<file path="src/hdl/code_majority_vote_tally_core_macros.svh">
// ----------------------------------------------------------------------------
// code majority vote tally assertion macros
// concurrent assertion shorthands, sampled on the rising clock edge and
// disabled while the asynchronous reset is held
// ----------------------------------------------------------------------------
`ifndef CODE_MAJORITY_VOTE_TALLY_CORE_MACROS_SVH
`define CODE_MAJORITY_VOTE_TALLY_CORE_MACROS_SVH

// consequent holds in the same cycle
`define CMVT_ASSERT_SAME(label, clk, rst_n, ante, cons, msg) \
	label: assert property (@(posedge clk) disable iff (!rst_n) (ante) |-> (cons)) \
		else $error(msg);

// consequent holds in the following cycle
`define CMVT_ASSERT_NEXT(label, clk, rst_n, ante, cons, msg) \
	label: assert property (@(posedge clk) disable iff (!rst_n) (ante) |=> (cons)) \
		else $error(msg);

`endif

</file>
<file path="src/hdl/cmvt_pkg.sv">
// ----------------------------------------------------------------------------
// code majority vote tally package
// shared constants, sequencer states and the code form check
// ----------------------------------------------------------------------------
package cmvt_pkg;

	localparam int DEF_TABLE_ENTRIES = 8;
	localparam int DEF_COUNT_BITS    = 16;

	localparam int CODE_W       = 48;
	localparam int CODE_CHARS   = 12;
	localparam int HALF_CHARS   = 6;
	localparam int OUT_COUNT_W  = 16;
	localparam int OUT_USED_W   = 4;
	localparam int MIN_VOTES_W  = 8;
	localparam int MARGIN_W     = 4;
	localparam int CFG_IDX_W    = 2;
	localparam int CFG_DATA_W   = 8;

	localparam logic [CFG_IDX_W-1:0] CFG_MIN_VOTES     = 2'd0;
	localparam logic [CFG_IDX_W-1:0] CFG_MARGIN_FACTOR = 2'd1;

	localparam logic [MIN_VOTES_W-1:0] MIN_VOTES_RST = 8'd2;
	localparam logic [MARGIN_W-1:0]    MARGIN_RST    = 4'd2;

	localparam logic [7:0] CH_ZERO  = 8'h30;
	localparam logic [7:0] CH_NINE  = 8'h39;
	localparam logic [7:0] CH_UP_A  = 8'h41;
	localparam logic [7:0] CH_UP_Z  = 8'h5A;
	localparam logic [7:0] CH_LOW_A = 8'h61;
	localparam logic [7:0] CH_LOW_Z = 8'h7A;

	typedef enum logic [1:0] {
		ST_IDLE,
		ST_MATCH,
		ST_SCAN,
		ST_DECIDE
	} state_t;

	function automatic logic is_digit(input logic [7:0] ch);
		return (ch >= CH_ZERO) && (ch <= CH_NINE);
	endfunction

	function automatic logic is_upper(input logic [7:0] ch);
		return (ch >= CH_UP_A) && (ch <= CH_UP_Z);
	endfunction

	function automatic logic is_alnum(input logic [7:0] ch);
		return is_digit(ch) || is_upper(ch) || ((ch >= CH_LOW_A) && (ch <= CH_LOW_Z));
	endfunction

	// character 0 sits in the top byte of the high half
	function automatic logic form_ok(input logic [CODE_W-1:0] hi, input logic [CODE_W-1:0] lo);
		logic [7:0] ch;
		logic only_zeros;
		logic ok;
		only_zeros = 1'b1;
		ok = 1'b1;
		for (int i = 0; i < CODE_CHARS; i++) begin
			if (i < HALF_CHARS) begin
				ch = hi[8*(HALF_CHARS-1-i) +: 8];
			end else begin
				ch = lo[8*(CODE_CHARS-1-i) +: 8];
			end
			if (ch != CH_ZERO) begin
				only_zeros = 1'b0;
			end
			if (i < 2) begin
				ok = ok & is_upper(ch);
			end else if (i < 5) begin
				ok = ok & is_alnum(ch);
			end else begin
				ok = ok & is_digit(ch);
			end
		end
		return ok && !only_zeros;
	endfunction

endpackage

</file>
<file path="src/hdl/cmvt_ram.sv">
// ----------------------------------------------------------------------------
// generic single write, single read ram
// one write port, one read port with registered read data
// ----------------------------------------------------------------------------
module cmvt_ram #(
	parameter int WIDTH = 8,
	parameter int DEPTH = 8
) (
	input  logic                     clk,
	input  logic                     we,
	input  logic [$clog2(DEPTH)-1:0] waddr,
	input  logic [WIDTH-1:0]         wdata,
	input  logic [$clog2(DEPTH)-1:0] raddr,
	output logic [WIDTH-1:0]         rdata
);

	logic [WIDTH-1:0] mem_q [DEPTH];
	logic [WIDTH-1:0] rdata_q;

	always_ff @(posedge clk) begin
		if (we) begin
			mem_q[waddr] <= wdata;
		end
		rdata_q <= mem_q[raddr];
	end

	assign rdata = rdata_q;

endmodule

</file>
<file path="src/hdl/code_majority_vote_tally_core.sv">
// ----------------------------------------------------------------------------
// code majority vote tally core
// usage:
// - an item is taken at a rising edge with start high and busy low; it carries
//   the code halves, the usable flag and a flag that first clears the tally
// - min_votes and margin_factor are written through cfg_valid/cfg_ready with
//   cfg_index 0 and 1; cfg_ready is always high, writes belong to idle time
// - every item gives one result, held on the result ports for one cycle with
//   done high; there is no back pressure on results
// - a candidate ram with one read port is walked once to find a match (only
//   for a usable, well-formed code; stops early on a hit) and once to find
//   the leader and runner-up; one item at a time, busy high meanwhile
// - busy drops in the cycle done is high, so the next item may start there
// - reset empties the table and the valid count and restores min_votes 2 and
//   margin_factor 2; ram contents are not cleared, only entries below the
//   fill count are ever read
// ----------------------------------------------------------------------------
`include "code_majority_vote_tally_core_macros.svh"

module code_majority_vote_tally_core #(
	parameter int TABLE_ENTRIES = cmvt_pkg::DEF_TABLE_ENTRIES,
	parameter int COUNT_BITS    = cmvt_pkg::DEF_COUNT_BITS
) (
	input  logic                               clk,
	input  logic                               arst_n,
	input  logic                               cfg_valid,
	output logic                               cfg_ready,
	input  logic [cmvt_pkg::CFG_IDX_W-1:0]     cfg_index,
	input  logic [cmvt_pkg::CFG_DATA_W-1:0]    cfg_data,
	input  logic                               start,
	output logic                               busy,
	input  logic                               start_new,
	input  logic                               frame_usable,
	input  logic [cmvt_pkg::CODE_W-1:0]        code_high,
	input  logic [cmvt_pkg::CODE_W-1:0]        code_low,
	output logic                               done,
	output logic                               accepted,
	output logic                               dropped_full,
	output logic                               winner_found,
	output logic [cmvt_pkg::CODE_W-1:0]        winner_high,
	output logic [cmvt_pkg::CODE_W-1:0]        winner_low,
	output logic [cmvt_pkg::OUT_COUNT_W-1:0]   winner_votes,
	output logic [cmvt_pkg::OUT_COUNT_W-1:0]   valid_seen,
	output logic [cmvt_pkg::OUT_USED_W-1:0]    entries_in_use
);

	localparam int IW = $clog2(TABLE_ENTRIES);
	localparam int CW = $clog2(TABLE_ENTRIES + 1);
	localparam int RW = 2 * cmvt_pkg::CODE_W + COUNT_BITS;
	localparam int PW = COUNT_BITS + cmvt_pkg::MARGIN_W;
	localparam int OW = (COUNT_BITS > cmvt_pkg::OUT_COUNT_W) ? COUNT_BITS : cmvt_pkg::OUT_COUNT_W;
	localparam int UW = (CW > cmvt_pkg::OUT_USED_W) ? CW : cmvt_pkg::OUT_USED_W;
	localparam logic [COUNT_BITS-1:0] CMAX = '1;
	localparam logic [CW-1:0] FULL = CW'(TABLE_ENTRIES);

	cmvt_pkg::state_t state_q, state_d;

	logic [cmvt_pkg::MIN_VOTES_W-1:0] min_votes_q;
	logic [cmvt_pkg::MARGIN_W-1:0]    margin_q;

	logic [cmvt_pkg::CODE_W-1:0] code_hi_q, code_lo_q;
	logic                        acc_q, drop_q;
	logic [CW-1:0]               used_q, ptr_q;
	logic [COUNT_BITS-1:0]       total_q, lead_q, second_q;
	logic [cmvt_pkg::CODE_W-1:0] lead_hi_q, lead_lo_q;
	logic                        rv_s1;
	logic [IW-1:0]               ridx_s1;

	logic                               done_q, out_acc_q, out_drop_q, out_found_q;
	logic [cmvt_pkg::CODE_W-1:0]        out_hi_q, out_lo_q;
	logic [cmvt_pkg::OUT_COUNT_W-1:0]   out_votes_q, out_seen_q;
	logic [cmvt_pkg::OUT_USED_W-1:0]    out_used_q;

	logic                        take, ok_in, pending, full, hit, issue;
	logic                        ins, drop, ram_we;
	logic [IW-1:0]               ram_waddr;
	logic [RW-1:0]               ram_wdata, ram_rdata;
	logic [cmvt_pkg::CODE_W-1:0] rd_hi, rd_lo;
	logic [COUNT_BITS-1:0]       rd_votes, votes_inc, total_base;
	logic [PW-1:0]               margin_prod;
	logic                        found;
	logic [OW-1:0]               lead_ext, total_ext;
	logic [UW-1:0]               used_ext;

	// candidate table: {code high, code low, votes}
	cmvt_ram #(
		.WIDTH(RW),
		.DEPTH(TABLE_ENTRIES)
	) u_table (
		.clk  (clk),
		.we   (ram_we),
		.waddr(ram_waddr),
		.wdata(ram_wdata),
		.raddr(ptr_q[IW-1:0]),
		.rdata(ram_rdata)
	);

	assign rd_hi    = ram_rdata[RW-1 -: cmvt_pkg::CODE_W];
	assign rd_lo    = ram_rdata[COUNT_BITS +: cmvt_pkg::CODE_W];
	assign rd_votes = ram_rdata[COUNT_BITS-1:0];
	assign votes_inc = (rd_votes == CMAX) ? rd_votes : rd_votes + COUNT_BITS'(1);

	assign take    = start && (state_q == cmvt_pkg::ST_IDLE);
	assign ok_in   = frame_usable && cmvt_pkg::form_ok(code_high, code_low);
	assign pending = ptr_q < used_q;
	assign full    = used_q == FULL;
	assign hit     = (state_q == cmvt_pkg::ST_MATCH) && rv_s1 &&
		(rd_hi == code_hi_q) && (rd_lo == code_lo_q);
	assign total_base = start_new ? '0 : total_q;

	assign margin_prod = PW'(second_q) * PW'(margin_q);
	assign found = (used_q != '0) && (lead_q >= COUNT_BITS'(min_votes_q)) &&
		((second_q == '0) || (PW'(lead_q) >= margin_prod));

	assign lead_ext  = OW'(lead_q);
	assign total_ext = OW'(total_q);
	assign used_ext  = UW'(used_q);

	// next state
	always_comb begin
		state_d = state_q;
		case (state_q)
			cmvt_pkg::ST_IDLE: begin
				if (start) begin
					state_d = ok_in ? cmvt_pkg::ST_MATCH : cmvt_pkg::ST_SCAN;
				end
			end
			cmvt_pkg::ST_MATCH: begin
				if (hit || (!rv_s1 && !pending)) begin
					state_d = cmvt_pkg::ST_SCAN;
				end
			end
			cmvt_pkg::ST_SCAN: begin
				if (!rv_s1 && !pending) begin
					state_d = cmvt_pkg::ST_DECIDE;
				end
			end
			cmvt_pkg::ST_DECIDE: begin
				state_d = cmvt_pkg::ST_IDLE;
			end
			default: begin
				state_d = cmvt_pkg::ST_IDLE;
			end
		endcase
	end

	// sequencer outputs
	always_comb begin
		busy  = 1'b1;
		issue = 1'b0;
		ins   = 1'b0;
		drop  = 1'b0;
		case (state_q)
			cmvt_pkg::ST_IDLE: begin
				busy = 1'b0;
			end
			cmvt_pkg::ST_MATCH: begin
				issue = pending && !hit;
				ins   = !rv_s1 && !pending && !full;
				drop  = !rv_s1 && !pending && full;
			end
			cmvt_pkg::ST_SCAN: begin
				issue = pending;
			end
			cmvt_pkg::ST_DECIDE: begin
				issue = 1'b0;
			end
			default: begin
				busy = 1'b1;
			end
		endcase
		ram_we    = hit || ins;
		ram_waddr = hit ? ridx_s1 : used_q[IW-1:0];
		ram_wdata = {code_hi_q, code_lo_q, hit ? votes_inc : COUNT_BITS'(1)};
	end

	assign cfg_ready = 1'b1;

	always_ff @(posedge clk or negedge arst_n) begin
		if (!arst_n) begin
			min_votes_q <= cmvt_pkg::MIN_VOTES_RST;
			margin_q    <= cmvt_pkg::MARGIN_RST;
		end else if (cfg_valid && cfg_ready) begin
			case (cfg_index)
				cmvt_pkg::CFG_MIN_VOTES: begin
					min_votes_q <= cfg_data[cmvt_pkg::MIN_VOTES_W-1:0];
				end
				cmvt_pkg::CFG_MARGIN_FACTOR: begin
					margin_q <= cfg_data[cmvt_pkg::MARGIN_W-1:0];
				end
				default: begin
					min_votes_q <= min_votes_q;
				end
			endcase
		end
	end

	// control state
	always_ff @(posedge clk or negedge arst_n) begin
		if (!arst_n) begin
			state_q <= cmvt_pkg::ST_IDLE;
			used_q  <= '0;
			total_q <= '0;
			ptr_q   <= '0;
			rv_s1   <= 1'b0;
			done_q  <= 1'b0;
		end else begin
			state_q <= state_d;
			rv_s1   <= issue;
			done_q  <= state_q == cmvt_pkg::ST_DECIDE;
			if (take) begin
				ptr_q <= '0;
				if (start_new) begin
					used_q <= '0;
				end
				total_q <= (ok_in && (total_base != CMAX)) ?
					total_base + COUNT_BITS'(1) : total_base;
			end else if ((state_q == cmvt_pkg::ST_MATCH) &&
				(state_d == cmvt_pkg::ST_SCAN)) begin
				ptr_q <= '0;
			end else if (issue) begin
				ptr_q <= ptr_q + CW'(1);
			end
			if (ins) begin
				used_q <= used_q + CW'(1);
			end
		end
	end

	// item payload and running leader
	always_ff @(posedge clk) begin
		ridx_s1 <= ptr_q[IW-1:0];
		if (take) begin
			code_hi_q <= code_high;
			code_lo_q <= code_low;
			acc_q     <= ok_in;
			drop_q    <= 1'b0;
			lead_q    <= '0;
			second_q  <= '0;
			lead_hi_q <= '0;
			lead_lo_q <= '0;
		end
		if (drop) begin
			drop_q <= 1'b1;
		end
		if ((state_q == cmvt_pkg::ST_SCAN) && rv_s1) begin
			if (rd_votes > lead_q) begin
				second_q  <= lead_q;
				lead_q    <= rd_votes;
				lead_hi_q <= rd_hi;
				lead_lo_q <= rd_lo;
			end else if (rd_votes > second_q) begin
				second_q <= rd_votes;
			end
		end
		if (state_q == cmvt_pkg::ST_DECIDE) begin
			out_acc_q   <= acc_q;
			out_drop_q  <= drop_q;
			out_found_q <= found;
			out_hi_q    <= found ? lead_hi_q : '0;
			out_lo_q    <= found ? lead_lo_q : '0;
			out_votes_q <= lead_ext[cmvt_pkg::OUT_COUNT_W-1:0];
			out_seen_q  <= total_ext[cmvt_pkg::OUT_COUNT_W-1:0];
			out_used_q  <= used_ext[cmvt_pkg::OUT_USED_W-1:0];
		end
	end

	assign done           = done_q;
	assign accepted       = out_acc_q;
	assign dropped_full   = out_drop_q;
	assign winner_found   = out_found_q;
	assign winner_high    = out_hi_q;
	assign winner_low     = out_lo_q;
	assign winner_votes   = out_votes_q;
	assign valid_seen     = out_seen_q;
	assign entries_in_use = out_used_q;

	`CMVT_ASSERT_NEXT(a_take_busy, clk, arst_n, start && !busy, busy && !done, "item transfer did not start the sequencer")
	`CMVT_ASSERT_NEXT(a_decide_done, clk, arst_n, state_q == cmvt_pkg::ST_DECIDE, done && !busy, "decision not followed by a result")
	`CMVT_ASSERT_SAME(a_fill_bound, clk, arst_n, 1'b1, used_q <= FULL, "fill count beyond table size")
	`CMVT_ASSERT_SAME(a_write_match, clk, arst_n, ram_we, (state_q == cmvt_pkg::ST_MATCH) && acc_q, "table written outside the match walk")
	`CMVT_ASSERT_SAME(a_drop_full, clk, arst_n, done && dropped_full, accepted && (used_q == FULL), "drop reported with a free entry")

endmodule

</file>
<file path="config.mk">
export PLATFORM = sky130hd
export DESIGN_NAME = code_majority_vote_tally_core
export DESIGN_NICKNAME = d
export VERILOG_FILES = /design/src/hdl/cmvt_pkg.sv /design/src/hdl/cmvt_ram.sv /design/src/hdl/code_majority_vote_tally_core.sv
export VERILOG_INCLUDE_DIRS = /design/src /design/src/hdl
export SDC_FILE = /design/constraint.sdc
export NUM_CORES = 2
export LEC_CHECK = 0
export BUFFER_PORTS_ARGS = -buffer_cell sky130_fd_sc_hd__buf_2
export CAP_MARGIN = 10
export CORE_MARGIN = 3
export CORE_UTILIZATION = 55
export DETAILED_ROUTE_END_ITERATION = 7
export GPL_TIMING_DRIVEN = 0
export PLACE_DENSITY_LB_ADDON = 0.12
export SLEW_MARGIN = 40
export SYNTH_ARGS = -nofsm -noshare
export SYNTH_HDL_FRONTEND = slang
export SYNTH_HIERARCHICAL = 1
export SYNTH_SLANG_ARGS = --single-unit
</file>
<file path="constraint.sdc">
create_clock -name clk -period 9.82 [get_ports clk]
set_input_delay 1.964 -clock clk [delete_from_list [all_inputs] [get_ports clk]]
set_output_delay 1.964 -clock clk [all_outputs]
set_load 0.02 [all_outputs]
</file>
# After elaboration in Yosys (flattened, before gate mapping)
# Memories as Yosys holds them, arrays and structs flattened. A register that Yosys moved wholly into a read port is not among the register bits.
# Index checks and enable logic that the tools add are counted.
[word_totals]
ramBits = 896
mem_count = 1
output_inout_bits = 138
word_cells = 209
regBits = 404
inputBits = 112
[mem_list]
columns = ["name", "depth", "width", "rd", "rd_clocked_by_memory_dff", "wr", "line_no", "source"]
rows = [
  ["u_table.mem_q", 8, 112, 1, 1, 1, "cmvt_ram.sv:17", "logic [WIDTH-1:0] mem_q [DEPTH];"],
]
[op_classes]
bitwise_logic = 11
n_eq_ne = 22
multipliers = 1
n_reduce_logical = 57
addsub = 4
n_mux = 47
order_cmp = 41
[ops]
columns = ["op", "count"]
rows = [
  ["$mux 48", 6],
  ["$mux 16", 11],
  ["$eq 48x48->1", 2],
  ["$ne 8x6->1 const B", 12],
  ["$ge 8x6->1 const B", 10],
  ["$le 8x6->1 const B", 10],
  ["$ge 8x7->1 const B", 8],
  ["$le 8x7->1 const B", 8],
  ["$logic_and 1x1->1", 33],
  ["$add 16x1->16 const B", 2],
  ["$gt 16x16->1", 2],
  ["$mux 4", 6],
  ["$ge 16x20->1", 1],
  ["$mul 16x4->20", 1],
  ["$mux 1", 17],
  ["$eq 16x16->1 const B", 1],
  ["$ge 16x8->1", 1],
  ["$logic_not 16->1", 1],
  ["$ne 16x16->1 const B", 1],
  ["$and 1x1->1", 11],
  ["$logic_or 1x1->1", 9],
  ["$add 4x1->4 const B", 2],
  ["$mux 2", 4],
  ["$pmux 2 s4", 1],
  ["12 further kinds", 23],
]

# Logic depth before layout (Yosys ltp)
[logic_depth]
depth_word = 23
ltp_mapped = 25
depth_no_buf = 22

# Hierarchy
# Netlist, hierarchy kept.
[by_module_without_submodules]
columns = ["mod", "seq_area_each_um2", "cells_each", "area_per_inst_um2", "n_inst"]
rows = [
  ["cmvt_ram", 29148.0, 1419, 36154.7, 1],
  ["code_majority_vote_tally_core", 10612.7, 1983, 20445.9, 1],
]

# Worst setup path after synthesis
# Ideal clock, no wire load.
[synth_path]
path_type = "reg2reg"
startpoint = "register code_hi_q[5] in the netlist's numbering"
endpoint = "memory u_table/mem_q[0][0] in the netlist's numbering (enable)"
setup_slack_ps = -833
path_stages_with_launch = 11
n_path_buf = 2
setup_time_ps = 721
required_time_ps = 9099
t_arrival_ps = 9933
cell_sequence = "edfxtp_1 > nor2b_4 > a2111o_1 > or4_1 > nor3_2 > nand4_1 > clkbuf_1 > buf_1 > nand2_1 > nand2b_1 > nor3_1"
[synth_between]
elab_chain_cells = 6
[synth_rtl]
columns = ["element", "line_no", "source"]
rows = [
  ["from (decl)", "code_majority_vote_tally_core.sv:61", "logic [cmvt_pkg::CODE_W-1:0] code_hi_q, code_lo_q;"],
  ["from (signal assigned)", "code_majority_vote_tally_core.sv:234", "code_hi_q <= code_high;"],
  ["$eq 48x48->1", "code_majority_vote_tally_core.sv:108", "(rd_hi == code_hi_q) && (rd_lo == code_lo_q);"],
  ["$logic_and 1x1->1", "code_majority_vote_tally_core.sv:107", "assign hit = (state_q == cmvt_pkg::ST_MATCH) && rv_s1 &&"],
  ["$logic_and 1x1->1", "code_majority_vote_tally_core.sv:108", ""],
  ["$logic_or 1x1->1", "code_majority_vote_tally_core.sv:172", "ram_we = hit || ins;"],
  ["named net ram_we", "code_majority_vote_tally_core.sv:75", "logic ins, drop, ram_we;"],
  ["$mux 1", "cmvt_ram.sv:21", "if (we) begin"],
  ["$mux 1 (implied by the code)", "cmvt_ram.sv:22", "mem_q[waddr] <= wdata;"],
  ["to (decl)", "cmvt_ram.sv:17", ""],
]
# The timed path passes the listed nets, and every way through them passes these cells.

# Worst setup path in the final report
[layout_path]
startpoint = "register margin_q[3] in the netlist's numbering"
endpoint = "register out_lo_q (netlist bit winner_low[21]), data pin"
[layout_between]
elab_chain_cells = 4
[layout_rtl]
columns = ["element", "line_no", "source"]
rows = [
  ["from (decl)", "code_majority_vote_tally_core.sv:59", "logic [cmvt_pkg::MARGIN_W-1:0] margin_q;"],
  ["from (signal assigned)", "code_majority_vote_tally_core.sv:182", "margin_q <= cmvt_pkg::MARGIN_RST;"],
  ["from (signal assigned)", "code_majority_vote_tally_core.sv:189", "margin_q <= cfg_data[cmvt_pkg::MARGIN_W-1:0];"],
  ["$mul 16x4->20", "code_majority_vote_tally_core.sv:111", "assign margin_prod = PW'(second_q) * PW'(margin_q);"],
  ["$ge 16x20->1", "code_majority_vote_tally_core.sv:113", "((second_q == '0) || (PW'(lead_q) >= margin_prod));"],
  ["$logic_or 1x1->1", "code_majority_vote_tally_core.sv:113", ""],
  ["$logic_and 1x1->1", "code_majority_vote_tally_core.sv:112", "assign found = (used_q != '0) && (lead_q >= COUNT_BITS'(min_votes_q)) &&"],
  ["to (signal assigned)", "code_majority_vote_tally_core.sv:261", "out_lo_q <= found ? lead_lo_q : '0;"],
  ["to (decl)", "code_majority_vote_tally_core.sv:70", "logic [cmvt_pkg::CODE_W-1:0] out_hi_q, out_lo_q;"],
]
# Every way passes these cells.
# A chain may end at the register's enable or synchronous reset.

==> metrics.yaml <==
finalCritPeriodShare_pct: 72.2
drive_above_1_share_pct: 24.6
design_area_sq_mm: 0.0661
start_kind: "register"
grt_max_degree: 41
worst_slack_ps: 2730
seq_power_share_pct: 43.1
finalSetupViolations: 0
cts_buffers: 142
fin_skew_ps: 27.9
die_w_um: 327
postCtsSetupBuffers: 0
cts_sinks: 1412
gp_congestion: 0.934
clock_latency_ps: 750
drt-vias-per-instance: 6.01
fin_util_pct: 64.9
synth_edf_count: 1128
ir_worst_vdd_mv: 0.229
synthesis.area_sq_mm: 0.0566
ys_seq_elements: 1412
start_util_pct: 55.6
synth.top_cell.area_share_pct: 59.8
synthTopCellsByCount: "edfxtp_1 (1128), nand2_1 (308), dfxtp_1 (244)"
root_buffer: "clkbuf_16"
yosysWarnings: 6
total_power_w: 0.0199
synth-main-ff-cell: "edfxtp_1"
post_cts_resized: 0
dp_hpwl_mm: 108
dr.pass1.iters: 7
die_h_um: 327
io_buffers: 248
syn_nets: 3635
first_global_vias: 31600
swShare_pct: 33.3
pre_cts_ws_ps: 2750
syn_inst: 3402
die-area_sq_mm: 0.107
cp-end-kind: "register"
status: "completed"
grt_pass1_wl_mm: 218
yosysMostFrequentCell: "edfxtp_1"
final_hold_viol_count: 0
slew_viol_final: 0
clkPwrFrac_pct: 26.9
drc_errors: 0
core-area_sq_mm: 0.102
rows: 117
grt_overflow_total: 0
max_slew.worst_pin.slew_ps: 888
cts_tree: "done"
pwr-share-comb_pct: 30.1
dr_total_vias: 32300
wl_per_cell_um: 28.0
rsz0062_at_grt: "false"
area_growth_syn_to_layout_pct: 16.9
fin_crit_ps: 7090
synth.avg_cell_area_sq_um: 16.6
drv_cap: 0
max_slew_margin_pct: 40.8
min_path_type: "register to register"
path_class: "register to register"
ys_seq_area_share_pct: 70.2
async_flop_share_pct: 2.83
grt_usage_pct: 28.4
postCtsHoldBufs: 0
nets: 4123
path_clk_slew_ps: 60
cts_htree_levels: 4
p_leak_nw: 23.3
postPlaceCellArea_sq_mm: 0.0615
power_density_mw_per_mm2: 301
synth_top_cell_by_area: "edfxtp_1"
drtIter0Drc: 3780
antenna_left: 0
p_switching_w: 0.00664
worstPathRequired_ps: 10300
max_freq_ghz: 0.141
crit_arrival_ps: 7580
ys_types: 87
io_pins: 250
clockBufferDepth: 3
p_int_w: 0.0133
cp_max_fo: 10
wirelength_mm: 150
yosys-top-cells-area: "edfxtp_1 (60%), mux4_2 (8.9%), dfxtp_1 (8.6%)"
antenna_found_initial: 15
## cell type report
| type | count | area [sq um] |
|---|---|---|
| plain buffers | 129 | 749 |
| repair buffers | 344 | 3030 |
| clock buffers | 223 | 4240 |
| flip-flops and latches | 1412 | 39800 |
| fillers | 7234 | 35700 |
| multi-input cells | 1707 | 15700 |
| inverters | 154 | 578 |
| well taps | 1368 | 1710 |
| clock inverters | 41 | 413 |
| diodes | 5 | 12.5 |
## per-layer routing
metal	wire (um)	global-route usage (%)
met4	5110	9.56
met5	0	0
met3	13800	6.10
met2	70200	44.0
met1	61300	40.5
## cells in the final DEF, fill, tap and decap left out, types with 21 or more instances in the layout
cell type,count
a21oi_1,41
and2b_1,25
dfrtp_1,38
xnor2_1,52
nor4_1,46
clkbuf_8,21
buf_6,39
inv_1,154
nand3_1,38
o21ai_0,144
nand2_1,307
buf_2,275
edfxtp_1,1128
dfxtp_1,244
mux2_2,69
nand4_1,43
nand2b_1,25
nor3_1,23
xor2_1,34
buf_16,34
mux4_2,224
ha_1,92
mux2_4,52
nor2_1,52
clkbuf_1,111
nor2b_1,124
fa_1,28
clkbuf_16,150
and2_1,47
buf_8,33
## worst max-delay path: stages, from the launching register on
cell,delay [ps]
dfrtp_1,530
clkbuf_1,430
nand2_1,150
fa_1,520
fa_1,540
inv_1,70
ha_1,320
a211oi_1,290
o21bai_1,130
a21oi_1,340
nor2b_1,120
a41oi_1,400
o21bai_1,100
a21oi_1,180
xor2_1,90
ha_1,200
nor4_1,370
nand4_1,200
a31o_2,270
o211ai_1,90
o32a_2,740
clkbuf_1,460
and2b_1,260
## through the flow
step	hold slack [ps]	TNS [ps]	instances
CTS	420	0	5377
floorplan	400	0	3402
global route	439	0	5379
detailed placement	419	0	5113
global placement	408	-3939770	5018
finish	415	0	5383
## final timing paths
check / end / cells after the start / startpoint / slack, ps
min reg2reg: accepted$_DFFE_PP_ / 0 / acc_q$_DFFE_PP_ / 420
max in group asynchronous: total_ext[10]$_DFFE_PN0P_ / 1 / arst_n / 8220
min: accepted$_DFFE_PP_ / 0 / acc_q$_DFFE_PP_ / 420
min in group asynchronous: margin_q[0]$_DFFE_PN0P_ / 1 / arst_n / 1220
max: winner_low[21]$_SDFFCE_PN0P_ / 22 / margin_q[3]$_DFFE_PN0P_ / 2730
max reg2reg: winner_low[21]$_SDFFCE_PN0P_ / 22 / margin_q[3]$_DFFE_PN0P_ / 2730
## power groups by stage
| stage | registers [W] | clock network (W) | logic [W] |
|---|---|---|---|
| after floorplan | 0.00848 | 0 | 0.00382 |
| after global placement | 0.00882 | 0 | 0.00576 |
| after detailed placement | 0.00868 | 0 | 0.00599 |
| after CTS | 0.00857 | 0.00544 | 0.00603 |
| after global routing | 0.00867 | 0.00568 | 0.00647 |
| final | 0.00858 | 0.00536 | 0.00600 |
## sequential cells by signal (all words and copies together), names as in the netlist, 2 cells and up
register        cells
u_table/mem_q     896
u_table/rdata     112
code_hi_q          48
code_lo_q          48
lead_hi_q          48
lead_lo_q          48
winner_high        48
winner_low         48
lead_ext           16
second_q           16
total_ext          16
valid_seen         16
winner_votes       16
min_votes_q         8
entries_in_use      4
margin_q            4
ptr_q               4
used_ext            4
ridx_s1             3
state_q             2
## logic make-up (layout without fill, tap and decap cells)
logic type	Yosys count	count (layout)	synth area share (%)
mux	348	348	11.7
buf+inv	283	891	2.31
other cells	1	6	0.00663
compound gates	338	338	3.80
fa+ha+maj	121	121	3.05
flops	1412	1412	70.2
simple gates	812	812	7.52
xor+xnor	87	87	1.35
No activity file was read; power rests on OpenSTA's default activity.
